$ cat config.mk
export PLATFORM = sky130hd
export DESIGN_NAME = spwg_cfg_regs
export DESIGN_NICKNAME = d
export VERILOG_FILES = /design/src/rtl/spwg_pkg.sv /design/src/rtl/spwg_cfg_regs.sv
export SDC_FILE = /design/constraint.sdc
export NUM_CORES = 1
export LEC_CHECK = 0
export ABC_CLOCK_PERIOD_IN_PS = 1100
export BUFFER_PORTS_ARGS = -buffer_cell sky130_fd_sc_hd__buf_2
export CAP_MARGIN = 20
export CORE_MARGIN = 2
export CORE_UTILIZATION = 50
export DETAILED_ROUTE_END_ITERATION = 10
export GPL_ROUTABILITY_DRIVEN = 0
export GPL_TIMING_DRIVEN = 0
export PLACE_DENSITY = 0.8
export RECOVER_POWER = 100
export SLEW_MARGIN = 20
export SYNTH_ARGS = -nofsm -noshare
export SYNTH_HDL_FRONTEND = slang
export SYNTH_SLANG_ARGS = --single-unit
$ cat constraint.sdc
create_clock -name clk -period 1.1 [get_ports clk]
set_input_delay 0.055 -clock clk [delete_from_list [all_inputs] [get_ports clk]]
set_output_delay 0.055 -clock clk [all_outputs]
set_load 0.01 [all_outputs]
$ cat src/rtl/spwg_pkg.sv
// Shared constants, types and helper functions for the sonar pulse waveform generator.
// No dependencies; every other file refers to this package by scoped names.
`timescale 1ns / 1ps
`default_nettype none

package spwg_pkg;

    // Sizing
    localparam int TABLE_ADDR_BITS = 12;
    localparam int COUNT_BITS      = 16;
    localparam int SINE_BITS       = 16;

    localparam int PHASE_BITS   = 32;
    localparam int ACC_BITS     = 48;
    localparam int ACC_FRAC     = 16;
    localparam int ACC_HALF     = ACC_BITS / 2;
    localparam int FACTOR_BITS  = 32;
    localparam int FACTOR_FRAC  = 30;
    localparam int GEO_SHIFT    = FACTOR_FRAC - ACC_HALF;
    localparam int HP_BITS      = ACC_HALF + FACTOR_BITS;
    localparam int GEO_BITS     = HP_BITS - GEO_SHIFT + 1;

    localparam int QUARTER_BITS = TABLE_ADDR_BITS - 2;
    localparam int QUARTER_SIZE = 1 << QUARTER_BITS;
    localparam int MAG_BITS     = SINE_BITS - 1;
    localparam int AMP_BITS     = 16;
    localparam int FRAC_BITS    = MAG_BITS + AMP_BITS;
    localparam int DAC_BITS     = 12;

    localparam logic [MAG_BITS-1:0] SINE_MAX = '1;

    // Quarter-wave table build
    localparam int X_BITS       = 32;
    localparam int Q30          = 30;
    localparam int PI_HALF_BITS = 31;
    localparam logic [PI_HALF_BITS-1:0] PI_HALF_Q30 = 31'd1686629713;
    localparam int TERM_BITS    = 4;
    localparam logic [TERM_BITS-1:0] TERMS = 4'd12;
    localparam int DIVISOR_BITS = 10;

    // Barker code
    localparam int CHIP_BITS       = 3;
    localparam int CHIP_COUNT_BITS = 16;
    localparam logic [CHIP_BITS-1:0] LAST_CHIP = 3'd6;
    localparam logic [7:0] BARKER_NEG_MASK = 8'h58;

    // Waveform modes
    localparam logic [1:0] MODE_LINEAR    = 2'd0;
    localparam logic [1:0] MODE_GEOMETRIC = 2'd1;
    localparam logic [1:0] MODE_BARKER    = 2'd2;

    // Register map
    localparam int CFG_INDEX_BITS = 3;
    localparam int CFG_DATA_BITS  = 48;
    localparam logic [CFG_INDEX_BITS-1:0] REG_MODE         = 3'd0;
    localparam logic [CFG_INDEX_BITS-1:0] REG_SAMPLE_COUNT = 3'd1;
    localparam logic [CFG_INDEX_BITS-1:0] REG_START_INC    = 3'd2;
    localparam logic [CFG_INDEX_BITS-1:0] REG_SLOPE        = 3'd3;
    localparam logic [CFG_INDEX_BITS-1:0] REG_FACTOR       = 3'd4;
    localparam logic [CFG_INDEX_BITS-1:0] REG_AMPLITUDE    = 3'd5;
    localparam logic [CFG_INDEX_BITS-1:0] REG_CHIP_LENGTH  = 3'd6;

    localparam logic [FACTOR_BITS-1:0] FACTOR_RESET = 32'h4000_0000;

    typedef struct packed {
        logic [1:0]                   mode;
        logic [COUNT_BITS-1:0]        sample_count;
        logic [PHASE_BITS-1:0]        start_inc;
        logic signed [ACC_BITS-1:0]   slope;
        logic [FACTOR_BITS-1:0]       factor;
        logic [AMP_BITS-1:0]          amplitude;
        logic [CHIP_COUNT_BITS-1:0]   chip_length;
    } cfg_t;

    // Per-sample control that travels beside the table read
    typedef struct packed {
        logic valid;   // sample produces a result
        logic neg;     // negate table magnitude
        logic zero;    // unused mode: force zero
        logic peak;    // quarter-wave apex, table data not used
        logic last;    // final sample of pulse
    } tap_t;

    // Taylor term divisor (2n)(2n+1)
    function automatic logic [DIVISOR_BITS-1:0] divisor(input logic [TERM_BITS-1:0] n);
        logic [DIVISOR_BITS-1:0] e;
        e = DIVISOR_BITS'({n, 1'b0});
        divisor = DIVISOR_BITS'(e * (e + 1'b1));
    endfunction

endpackage

`default_nettype wire

$ cat src/rtl/spwg_cfg_regs.sv
// Configuration register bank, written through the cfg transaction channel.
// Depends on spwg_pkg.
`timescale 1ns / 1ps
`default_nettype none

module spwg_cfg_regs (
    input  wire logic                                  clk,
    input  wire logic                                  rst_n,
    input  wire logic                                  cfg_we,
    input  wire logic [spwg_pkg::CFG_INDEX_BITS-1:0]   cfg_index,
    input  wire logic [spwg_pkg::CFG_DATA_BITS-1:0]    cfg_data,
    output spwg_pkg::cfg_t                             cfg
);

    spwg_pkg::cfg_t cfg_reg;
    spwg_pkg::cfg_t cfg_next;

    always_comb
    begin
        cfg_next = cfg_reg;
        if (cfg_we)
        begin
            unique case (cfg_index)
                spwg_pkg::REG_MODE:
                    cfg_next.mode = cfg_data[1:0];
                spwg_pkg::REG_SAMPLE_COUNT:
                    cfg_next.sample_count = cfg_data[spwg_pkg::COUNT_BITS-1:0];
                spwg_pkg::REG_START_INC:
                    cfg_next.start_inc = cfg_data[spwg_pkg::PHASE_BITS-1:0];
                spwg_pkg::REG_SLOPE:
                    cfg_next.slope = $signed(cfg_data[spwg_pkg::ACC_BITS-1:0]);
                spwg_pkg::REG_FACTOR:
                    cfg_next.factor = cfg_data[spwg_pkg::FACTOR_BITS-1:0];
                spwg_pkg::REG_AMPLITUDE:
                    cfg_next.amplitude = cfg_data[spwg_pkg::AMP_BITS-1:0];
                spwg_pkg::REG_CHIP_LENGTH:
                    cfg_next.chip_length = cfg_data[spwg_pkg::CHIP_COUNT_BITS-1:0];
                default:
                    cfg_next = cfg_reg;   // index past the map: ignored
            endcase
        end
    end

    always_ff @(posedge clk or negedge rst_n)
    begin
        if (!rst_n)
        begin
            cfg_reg             <= '0;
            cfg_reg.factor      <= spwg_pkg::FACTOR_RESET;
            cfg_reg.chip_length <= spwg_pkg::CHIP_COUNT_BITS'(1);
        end
        else
        begin
            cfg_reg <= cfg_next;
        end
    end

    assign cfg = cfg_reg;

endmodule

`default_nettype wire

After elaboration in Yosys (flattened, before gate mapping)
Index checks and enable logic that the tools add are counted.
Word-level totals
  output and inout bits: 162
  bits in registers: 162
  bits of input ports: 54
  word-level logic and storage cells: 21
Cells by class
  eq/ne operators: 6
  reduce and logical (&&, ||, !) cells: 8
Operators by type and width (number)
  $reduce_and A2 Y1: 7
  $eq A3 B3 Y1 const B: 3
  $eq A3 B2 Y1 const B: 2
  $eq A3 B1 Y1 const B: 1
  $logic_not A3 Y1: 1

Logic depth before layout (Yosys ltp)
Gate-level depths: netlist of the first run.
  depth in word-level cells: 2
  depth in mapped cells: 4
  mapped depth without buffers: 2

Worst setup path after synthesis of the first run
No wires, ideal clock.
  kind: in2reg
  start point: in cfg_index[2] (netlist bit)
  end point: reg cfg_reg (netlist bit cfg[144])
  path buffers: 2
  required time: 975 ps
  cell stages on the path: 4
  path slack: 44 ps
  setup time: 125 ps
  data arrival time: 931 ps
  path through: and4bb_1 buf_2 buf_6 mux2_4
Between the ends
  longest elaborated chain between the ends: 2
RTL lines
  from (decl): line spwg_cfg_regs.sv:10  | input wire logic [spwg_pkg::CFG_INDEX_BITS-1:0] cfg_index,
  $eq A3 B1 Y1: line spwg_cfg_regs.sv:23  | unique case (cfg_index)
  $reduce_and A2 Y1 (no line)
  to (signal assigned): line spwg_cfg_regs.sv:54  | cfg_reg <= cfg_next;
  to (decl): line spwg_cfg_regs.sv:15  | spwg_pkg::cfg_t cfg_reg;
No other way between the ends.
A chain may end at the register's enable or synchronous reset.

Worst setup path in the final report of the first run
  start point: reg cfg_reg (netlist bit cfg[0])
  end point: out cfg[0] (netlist bit)
RTL lines
  to (decl): line spwg_cfg_regs.sv:12  | output spwg_pkg::cfg_t cfg
No word-level cell between the ends.

==> summary.txt, run 1 <==
Final layout
  – Layout Cells excl Fill: 817
  – Number of flip-flops under the largest register name: 162
  – Fin nets: 686
  – Synth-to-Final Area Change: 34.10%
  – Layout Utilization: 0.6824
  – Post-layout instance area: around 8500 um^2
  – N_diodes: 0
  – Share of layout cells above drive strength 1: 0.4062

Global routing
  – Initial antenna violation count: 0
  – Vias in the first global route: 4248
  – Largest net degree at the start of global routing: 87
  – Global-route wire length before repair: 23110 um
  – Tot GR Track Use: 0.2290
  – GRT overflow: 0

Routing
  – WL/cell: slightly below 20 um
  – Initial DRT Pass Iterations: 4
  – Vias per cell: 4.979
  – Detailed-route via count: 4068
  – Met3 WL: 1048 um
  – ANT nets after route: 0
  – Routed wl met2: 8039 um
  – Final WL: ~16000 um
  – DRC viols: 0
  – Max layer used: met4
  – DR iter-0 viols: 220
  – Detailed-routing wirelength on met1: about 6300 um

Run status
  – Status: complete, but fails checks
  – Failing checks: negative setup slack

STA
  – Slew Limit Fails: 0
  – RSZ-0062 raised after global routing: true
  – Total negative slack: -26.84 ps
  – Worst Hold Slack: 109.5 ps
  – Setup WS post-layout: -18.26 ps
  – Final Hold Viols: 0
  – Layout Skew: 0 ps
  – Tmin final: about 1100 ps
  – FMAX: between 800 and 900 MHz
  – Slew HR: 0.6081
  – Final setup fails: 2
  – Worst-margin pin slew: 587.9 ps
  – Tcrit/Tclk final: 1.017

Setup path
  – Worst r2r path cells: 1
  – Critical R2R Capture: cfg[67]$_DFFE_PN0P_
  – Worst Path Required: 1040 ps
  – CP max FO: 2
  – Delay-heaviest family, CP: flip-flops
  – CP max stage cell: dfstp_2
  – FF-to-FF Start: cfg[67]$_DFFE_PN0P_
  – CP Cell Sequence: buf_6
  – Largest stage delay on the critical path: approximately 550 ps
  – Crit path DAT: about 1100 ps
  – Setup Crit Path Kind: register to output port
  – Bufs and invs on worst path: 1
  – CP Launch Type: register
  – R2R Setup Slk: 270 ps
  – Crit. End Element: output port

CTS
  – Clock slew at reported path FFs: approximately 60 ps
  – Setup repair bufs after CTS: 0
  – Clock Tree Root: clkbuf_16
  – CTS Sinks: 162
  – Worst-Skew Late Latency: 420 ps
  – Htree depth: 4
  – CTS tree: yes
  – CTS Buf Count: 17
  – Longest Clk Path Bufs: 2

Floorplanning
  – Die width: 116.9 um
  – Initial core utilization: 0.5089
  – Chip height: between 100 and 150 um
  – Overall die area: 13660 um^2
  – Boundary pin count: 216
  – Rows: 41
  – CORE AREA: 12520 um^2

Power
  – Power per cell area: 2133 nW/um^2
  – Leak Pwr: 3.901 nW
  – Peak supply drop: 1.560 mV
  – Sw frac: 0.2728
  – Switch Pwr: about 5 mW
  – Internal cell power: 13.25 mW
  – Logic pwr share: 0.212
  – Clock network power share: 0.345
  – Total Power: 18.22 mW
  – Seq pwr share: 0.442

Synth
  – Synth warnings: 0
  – FF+latch count, synth: 162
  – Syn Nets: 402
  – Yosys cell types: 11
  – Mean Syn Cell Area: 18.30 um^2
  – Syn Inst Count: 348
  – Seq/Total Area, Yosys: 0.6368
  – Post-Syn Area: between 6000 and 7000 um^2

Place
  – IO buf count: 215
  – Placed cell area: 7699 um^2
  – Placement Setup Slack: -345.0 ps
  – Placed insts: approximately 740
  – Dpl hpwl: 10080 um

Hold path
  – Hold worst-path end: cfg[161]$_DFFE_PN0P_
  – Hold Path Stages: 3
  – Hold Path Class: input pin to register
  – Hold_sp: cfg_index[1]

Job
  – Max-Cap Viols: 0
==> logic make-up after synthesis <==
| kind of cell | share of synthesized area |
|---|---|
| buffers and inverters | 0.02220 |
| flip-flops | 0.6368 |
| multiplexers | 0.3276 |
| AND/OR/NAND/NOR | 0.01336 |
==> power groups by stage <==
stage	sequential, mW	combinational [mW]	clock, mW
6_report	8.06	3.87	6.29
5_1_grt	8.20	4.19	6.67
4_1_cts	8.01	4.37	6.41
3_5_place_dp	8.08	4.19	0
3_3_place_gp	7.98	4.05	0
2_1_floorplan	8.66	1.55	0
==> layer usage <==
| metal | up-vias | GRT usage |
|---|---|---|
| met2 | 165 | 0.3896 |
| met1 | 2060 | 0.2687 |
| met4 | 0 | 0.08078 |
| li1 | 1815 | - |
| met5 | - | 0 |
| met3 | 28 | 0.08393 |
==> how the worst max path moves through the flow <==
stage,to,cells past startpoint,startpoint,slack [ps]
6_report,cfg[0],1,cfg[0]$_DFFE_PN1P_,-20
5_1_grt,cfg[0],1,cfg[0]$_DFFE_PN1P_,-50
4_1_cts,cfg[0],1,cfg[0]$_DFFE_PN1P_,-30
3_5_place_dp,cfg[105]$_DFFE_PN0P_,5,cfg_index[2],-340
3_3_place_gp,cfg[7]$_DFFE_PN0P_,1,rst_n,-2230
2_1_floorplan,cfg[144]$_DFFE_PN0P_,4,cfg_index[2],40
==> placed cells by master (no fill, tap or decap), types with 3 or more instances in the layout <==
cell type,n
bufinv_16,4
mux2_1,35
clkbuf_2,38
clkbuf_8,4
dlygate4sd3_1,49
mux2_4,45
mux2_2,82
clkbuf_1,134
clkbuf_16,17
buf_6,4
dfrtp_1,160
and4bb_1,3
buf_2,55
clkinvlp_4,3
==> timing repair <==
| action | in CTS | in global routing |
|---|---|---|
| gates resized for setup | 2 | 1 |
| gates cloned | 0 | 0 |
| endpoints found under the hold margin | 241 | 0 |
| hold buffers | 49 | 0 |
| setup endpoints to repair | 2 | 79 |
==> cell usage after synthesis, drive strengths merged <==
| master | instances | area share |
|---|---|---|
| and4bb | 3 | 0.0059 |
| buf | 17 | 0.022 |
| dfrtp | 160 | 0.63 |
| dfstp | 2 | 0.0082 |
| mux2 | 162 | 0.33 |
| nand4b | 3 | 0.0061 |
| nor4b | 1 | 0.0014 |
==> area by class of cell <==
cell class	count	area [um^2]
clock buffers	23	488.0
clock inverters	9	152.6
repair buffers	265	1450
plain buffers	17	101.3
multi-input cells	169	2078
flip-flops and latches	162	4056
fillers	974	3975
well taps	172	215.2
Note: power is estimated with default switching activity, not from simulation.
==> inputs of run 2 (changes only) <==
--- a/config.mk
+++ b/config.mk
@@ -14,8 +14,8 @@
 export GPL_ROUTABILITY_DRIVEN = 0
 export GPL_TIMING_DRIVEN = 0
 export PLACE_DENSITY = 0.8
-export RECOVER_POWER = 100
-export SLEW_MARGIN = 20
+export RECOVER_POWER = 25
+export SLEW_MARGIN = 40
 export SYNTH_ARGS = -nofsm -noshare
 export SYNTH_HDL_FRONTEND = slang
 export SYNTH_SLANG_ARGS = --single-unit
==> run 2 against run 1 <==
Against the previous run: the flow still finishes with violations (negative setup slack); register-to-register slack about the same; die area unchanged; sequential power decreased by 0.5%; setup slack improved by 12 ps; total power decreased by 0.32%; clock power decreased by 8.3%; via count increased by 0.22%; worst hold slack got worse by 39 ps; design area increased by 3.2%; critical path depth unchanged; first-iteration DRC count decreased by 9.1%; critical path type unchanged; largest power group unchanged.
==> summary.txt, run 2 (synthesis results as in run 1) <==
Job
  – Max-Cap Viols: 0

CTS
  – Longest Clk Path Bufs: 2
  – CTS Buf Count: 17
  – Clock Tree Root: clkbuf_16
  – CTS Sinks: 162
  – Clock slew at reported path FFs: 60 ps
  – Htree depth: 4
  – Worst-Skew Late Latency: 410 ps
  – CTS tree: yes

Setup path
  – R2R Setup Slk: 280 ps
  – Bufs and invs on worst path: 1
  – FF-to-FF Start: cfg[105]$_DFFE_PN0P_
  – Crit path DAT: between 1000 and 1500 ps
  – Worst Setup SP: cfg[0]$_DFFE_PN1P_
  – CP Cell Sequence: buf_6
  – Delay-heaviest family, CP: flip-flops
  – CP Launch Type: register
  – Worst setup endpoint: cfg[0]
  – Crit. End Element: output port
  – CP max FO: 2
  – Worst Path Required: 1040 ps
  – Critical R2R Capture: cfg[105]$_DFFE_PN0P_
  – Largest stage delay on the critical path: 530 ps
  – Worst r2r path cells: 1
  – Critical path depth in cells: 1
  – CP max stage cell: dfstp_2
  – Setup Crit Path Kind: register to output port

Routing
  – ANT nets after route: 0
  – Vias per cell: 4.996
  – Final WL: 15580 um
  – DRC viols: 0
  – WL/cell: 19.10 um
  – DR iter-0 viols: 200
  – Detailed-route via count: 4077
  – Initial DRT Pass Iterations: 4

Floorplanning
  – Die width: about 120 um
  – CORE AREA: approximately 13000 um^2
  – Rows: 41
  – Boundary pin count: 216
  – Initial core utilization: 0.5089
  – Overall die area: 13660 um^2
  – Chip height: 116.9 um

Power
  – Peak supply drop: between 1 and 1.5 mV
  – Total Power: between 15 and 20 mW
  – Leak Pwr: approximately 4.4 nW
  – Power per cell area: slightly above 2000 nW/um^2

STA
  – Worst Hold Slack: between 70 and 80 ps
  – Final setup fails: 2
  – Setup WS post-layout: -6.667 ps
  – Final Hold Viols: 0
  – RSZ-0062 raised after global routing: true
  – Slew HR: 0.6021
  – Tmin final: 1107 ps
  – Total negative slack: -12.48 ps
  – FMAX: 903.6 MHz
  – Layout Skew: 0 ps
  – Worst-margin pin slew: slightly below 600 ps
  – Tcrit/Tclk final: 1.006
  – Slew Limit Fails: 0

Run status
  – Status: complete, but fails checks
  – Failing checks: negative setup slack

Global routing
  – Global-route wire length before repair: between 20000 and 25000 um
  – Vias in the first global route: 4380
  – GRT overflow: 0
  – Largest net degree at the start of global routing: 78
  – Initial antenna violation count: 0
  – Tot GR Track Use: 0.2291

Final layout
  – Share of layout cells above drive strength 1: 0.6475
  – Post-layout instance area: about 9000 um^2
  – Number of flip-flops under the largest register name: around 160
  – Most common cell after layout, fill and taps aside: buf_2
  – N_diodes: 0
  – Commonest non-fill, non-tap cells in the layout: 217 x buf_2, 160 x dfrtp_1, 84 x mux2_2, 70 x mux2_4, 49 x dlygate4sd3_1
  – Fin nets: 688
  – Synth-to-Final Area Change: 38.42%
  – Fillers: 839

Hold path
  – Hold Path Class: input pin to asynchronous set/reset pin

Place
  – Dpl hpwl: between 10000 and 15000 um
  – Placed cell area: 7726 um^2
  – IO buf count: between 200 and 250
[run 2: cell count changes in the layout (fill, tap and decap cells not counted), sizes merged]
cell / before / now
bufinv: 4 / 3
buf: 61 / 231
clkbuf: 195 / 26
clkinv: 2 / 4
clkinvlp: 3 / 0
[run 2: metrics by stage]
stage	utilization	worst slack, ps	std cells
2_1_floorplan	-	44.01	348
3_3_place_gp	0.6121	-2227	735
3_5_place_dp	0.6173	-316.6	737
4_1_cts	0.7025	-27.34	815
5_1_grt	0.7044	-42.65	816
6_report	0.7044	-6.667	816
[run 2: routing by layer]
metal	vias to the layer above	wire length, um	global-route usage	share of wire
met4	0	439	0.1043	0.028
li1	1803	-	-	-
met5	-	0	0	0
met3	35	934	0.07209	0.060
met2	171	7782	0.3746	0.50
met1	2068	6428	0.2799	0.41
[run 2: cell type report]
class / count / area [um^2] / share of cell area
sequential: 162 / 4056 / 0.4601
multi-input combinational: 169 / 2172 / 0.2463
timing repair buffer: 267 / 1669 / 0.1893
clock buffer: 22 / 454.2 / 0.05151
tap: 172 / 215.2 / 0.02441
buffer: 17 / 140.1 / 0.01589
clock inverter: 7 / 110.1 / 0.01249
[run 2: power by group]
part           switching [mW]  internal [mW]
Clock                    2.19           3.58
Sequential              0.729           7.29
Combinational            1.97           2.41
[run 2: worst min path at each step]
stage,to,cells past startpoint
after floorplan,cfg[100]$_DFFE_PN0P_,0
after global placement,cfg[106]$_DFFE_PN0P_,2
after detailed placement,cfg[134]$_DFFE_PN0P_,1
after CTS,cfg[92]$_DFFE_PN0P_,2
after global routing,cfg[134]$_DFFE_PN0P_,2
final,cfg[86]$_DFFE_PN0P_,2
[run 2: timing repair]
action                                  4_1_cts  5_1_grt
gates cloned                                  0        1
endpoints found under the setup margin        2       79
hold buffers                                 49        0
gates resized for setup                       2        0
setup buffers                                 0        0
endpoints found under the hold margin       242        0
==> inputs of run 3 (changes only) <==
--- a/config.mk
+++ b/config.mk
@@ -9,11 +9,12 @@
 export BUFFER_PORTS_ARGS = -buffer_cell sky130_fd_sc_hd__buf_2
 export CAP_MARGIN = 20
 export CORE_MARGIN = 2
-export CORE_UTILIZATION = 50
+export CORE_UTILIZATION = 52
+export CTS_BUF_LIST = sky130_fd_sc_hd__clkbuf_8
 export DETAILED_ROUTE_END_ITERATION = 10
 export GPL_ROUTABILITY_DRIVEN = 0
 export GPL_TIMING_DRIVEN = 0
-export PLACE_DENSITY = 0.8
+export PLACE_DENSITY = 0.82
 export RECOVER_POWER = 25
 export SLEW_MARGIN = 40
 export SYNTH_ARGS = -nofsm -noshare
==> run 3 against run 2 <==
Against the previous run: the run still ends with negative setup slack left; clock power shrank 19%; sequential share of layout area barely moved; sequential power is essentially flat; total power shrank 4.3%; design area hardly changed; clock skew did not move; flip-flop and latch count unchanged; register-to-register slack worse by 140 ps; combinational power rose by 7.1%.
==> summary.txt, run 3 (synthesis results as in run 1) <==
Run status
  – Status: complete, but fails checks
  – Failing checks: negative setup slack

Setup path
  – Worst setup endpoint: cfg[0]
  – CP max stage cell: dfstp_2
  – CP max FO: 2
  – Critical path depth in cells: 1
  – CP Launch Type: register
  – Crit path DAT: 1110 ps
  – Largest stage delay on the critical path: 550 ps
  – Crit. End Element: output port
  – Critical R2R Capture: cfg[139]$_DFFE_PN0P_
  – Delay-heaviest family, CP: flip-flops
  – R2R Setup Slk: 140 ps
  – Bufs and invs on worst path: 1
  – Worst r2r path cells: 2
  – FF-to-FF Start: cfg[139]$_DFFE_PN0P_
  – CP Cell Sequence: buf_6
  – Worst Setup SP: cfg[0]$_DFFE_PN1P_
  – Setup Crit Path Kind: register to output port
  – Worst Path Required: 1040 ps

CTS
  – Clock slew at reported path FFs: 80 ps
  – CTS Sinks: 162
  – Htree depth: 4
  – CTS Buf Count: 17
  – Clock Tree Root: clkbuf_8
  – Worst-Skew Late Latency: 450 ps
  – Longest Clk Path Bufs: 2
  – CTS tree: yes

Global routing
  – Largest net degree at the start of global routing: 80
  – Global-route wire length before repair: 23930 um
  – Vias in the first global route: roughly 4500
  – GRT overflow: 0
  – Tot GR Track Use: 0.2443
  – Initial antenna violation count: 0

Final layout
  – Fin nets: 712
  – Number of flip-flops under the largest register name: 162
  – Commonest non-fill, non-tap cells in the layout: 215 x buf_2, 160 x dfrtp_1, 84 x mux2_2, 70 x mux2_4, 50 x dlygate4sd3_1
  – Share of layout cells above drive strength 1: 0.6647
  – Post-layout instance area: 8808 um^2
  – Most common cell after layout, fill and taps aside: buf_2
  – Layout Utilization: 0.7364
  – N_diodes: 0
  – Synth-to-Final Area Change: 38.28%

Job
  – Max-Cap Viols: 0

Place
  – Placement Setup Slack: -298.2 ps
  – IO buf count: 215
  – Placed cell area: between 7000 and 8000 um^2
  – Dpl hpwl: slightly above 10000 um

STA
  – FMAX: 857.5 MHz
  – Tcrit/Tclk final: 1.060
  – Layout Skew: 0 ps
  – Final setup fails: 2
  – Worst-margin pin slew: 704.9 ps
  – Slew HR: 0.5301
  – RSZ-0062 raised after global routing: true
  – Slew Limit Fails: 0
  – Tmin final: 1166 ps
  – Final Hold Viols: 0
  – Setup WS post-layout: -66.19 ps

Power
  – Peak supply drop: 1.644 mV
  – Leak Pwr: about 4.4 nW
  – Total Power: 17.39 mW
  – Power per cell area: 1974 nW/um^2

Routing
  – DR iter-0 viols: approximately 230
  – ANT nets after route: 0
  – Vias per cell: 5.117
  – WL/cell: 19.39 um
  – Detailed-route via count: around 4200
  – Final WL: 15860 um
  – Initial DRT Pass Iterations: 4
  – DRC viols: 0

Floorplanning
  – Die width: 114.7 um
  – Rows: 40
  – Chip height: around 110 um
  – Initial core utilization: 0.5325
  – Boundary pin count: 216
  – CORE AREA: 11960 um^2
  – Overall die area: around 13000 um^2

Hold path
  – Hold Path Class: input pin to register
==> run 3: cell types whose count changed in the layout (fill, tap and decap cells not counted) <==
cell,delta
buf_4,+24
clkbuf_8,+21
clkbuf_16,-18
buf_6,+7
clkbuf_1,-4
buf_16,-2
buf_2,-2
clkbuf_2,-2
buf_8,-1
clkinv_4,+1
clkinvlp_4,+1
dlygate4sd3_1,+1
inv_1,+1
==> run 3: metrics by stage <==
| step | hold slack (ps) | cells | setup TNS (ps) |
|---|---|---|---|
| floorplan | -240.6 | 348 | 0 |
| global placement | 267.2 | 710 | -379890 |
| detailed placement | -143.5 | 712 | -28650 |
| CTS | 52.93 | 795 | -174.0 |
| global route | 85.13 | 818 | -346.6 |
| finish | 87.23 | 818 | -131.3 |
==> run 3: area by class of cell <==
class | count | area [um^2]
flip-flops and latches | 162 | 4056
fillers | 756 | 3153
multi-input cells | 169 | 2172
repair buffers | 291 | 1822
clock buffers | 22 | 302.8
well taps | 147 | 183.9
plain buffers | 17 | 141.4
clock inverters | 10 | 130.1
==> run 3: worst min-delay path by stage <==
stage | startpoint | endpoint | depth (start not counted)
after floorplan | rst_n | cfg[100]$_DFFE_PN0P_ | 0
after global placement | cfg_data[41] | cfg[105]$_DFFE_PN0P_ | 2
after detailed placement | rst_n | cfg[100]$_DFFE_PN0P_ | 1
final | cfg_index[0] | cfg[161]$_DFFE_PN0P_ | 3
after global routing | cfg_index[0] | cfg[161]$_DFFE_PN0P_ | 3
after CTS | cfg_index[0] | cfg[161]$_DFFE_PN0P_ | 3
==> run 3: what timing repair did <==
item,in CTS,in global routing
endpoints found under the hold margin,324,0
endpoints found under the setup margin,2,33
buffers inserted,1,23
hold buffers,50,0
gates resized for setup,2,7
pin swaps,0,0
cloned,0,0
==> run 3: report_power, final <==
group / leakage, nW / switching, mW / internal, mW / total (mW)
clock network: 0.226 / 2.14 / 2.53 / 4.67
logic: 2.24 / 2.03 / 2.66 / 4.69
registers: 1.94 / 0.755 / 7.28 / 8.03
total: 4.41 / 4.93 / 12.5 / 17.4
==> run 3: layer usage <==
metal	global-route usage	routed length [um]
met1	0.2874	6236
met2	0.4154	8273
met3	0.07623	947
met4	0.1024	404
met5	0	0
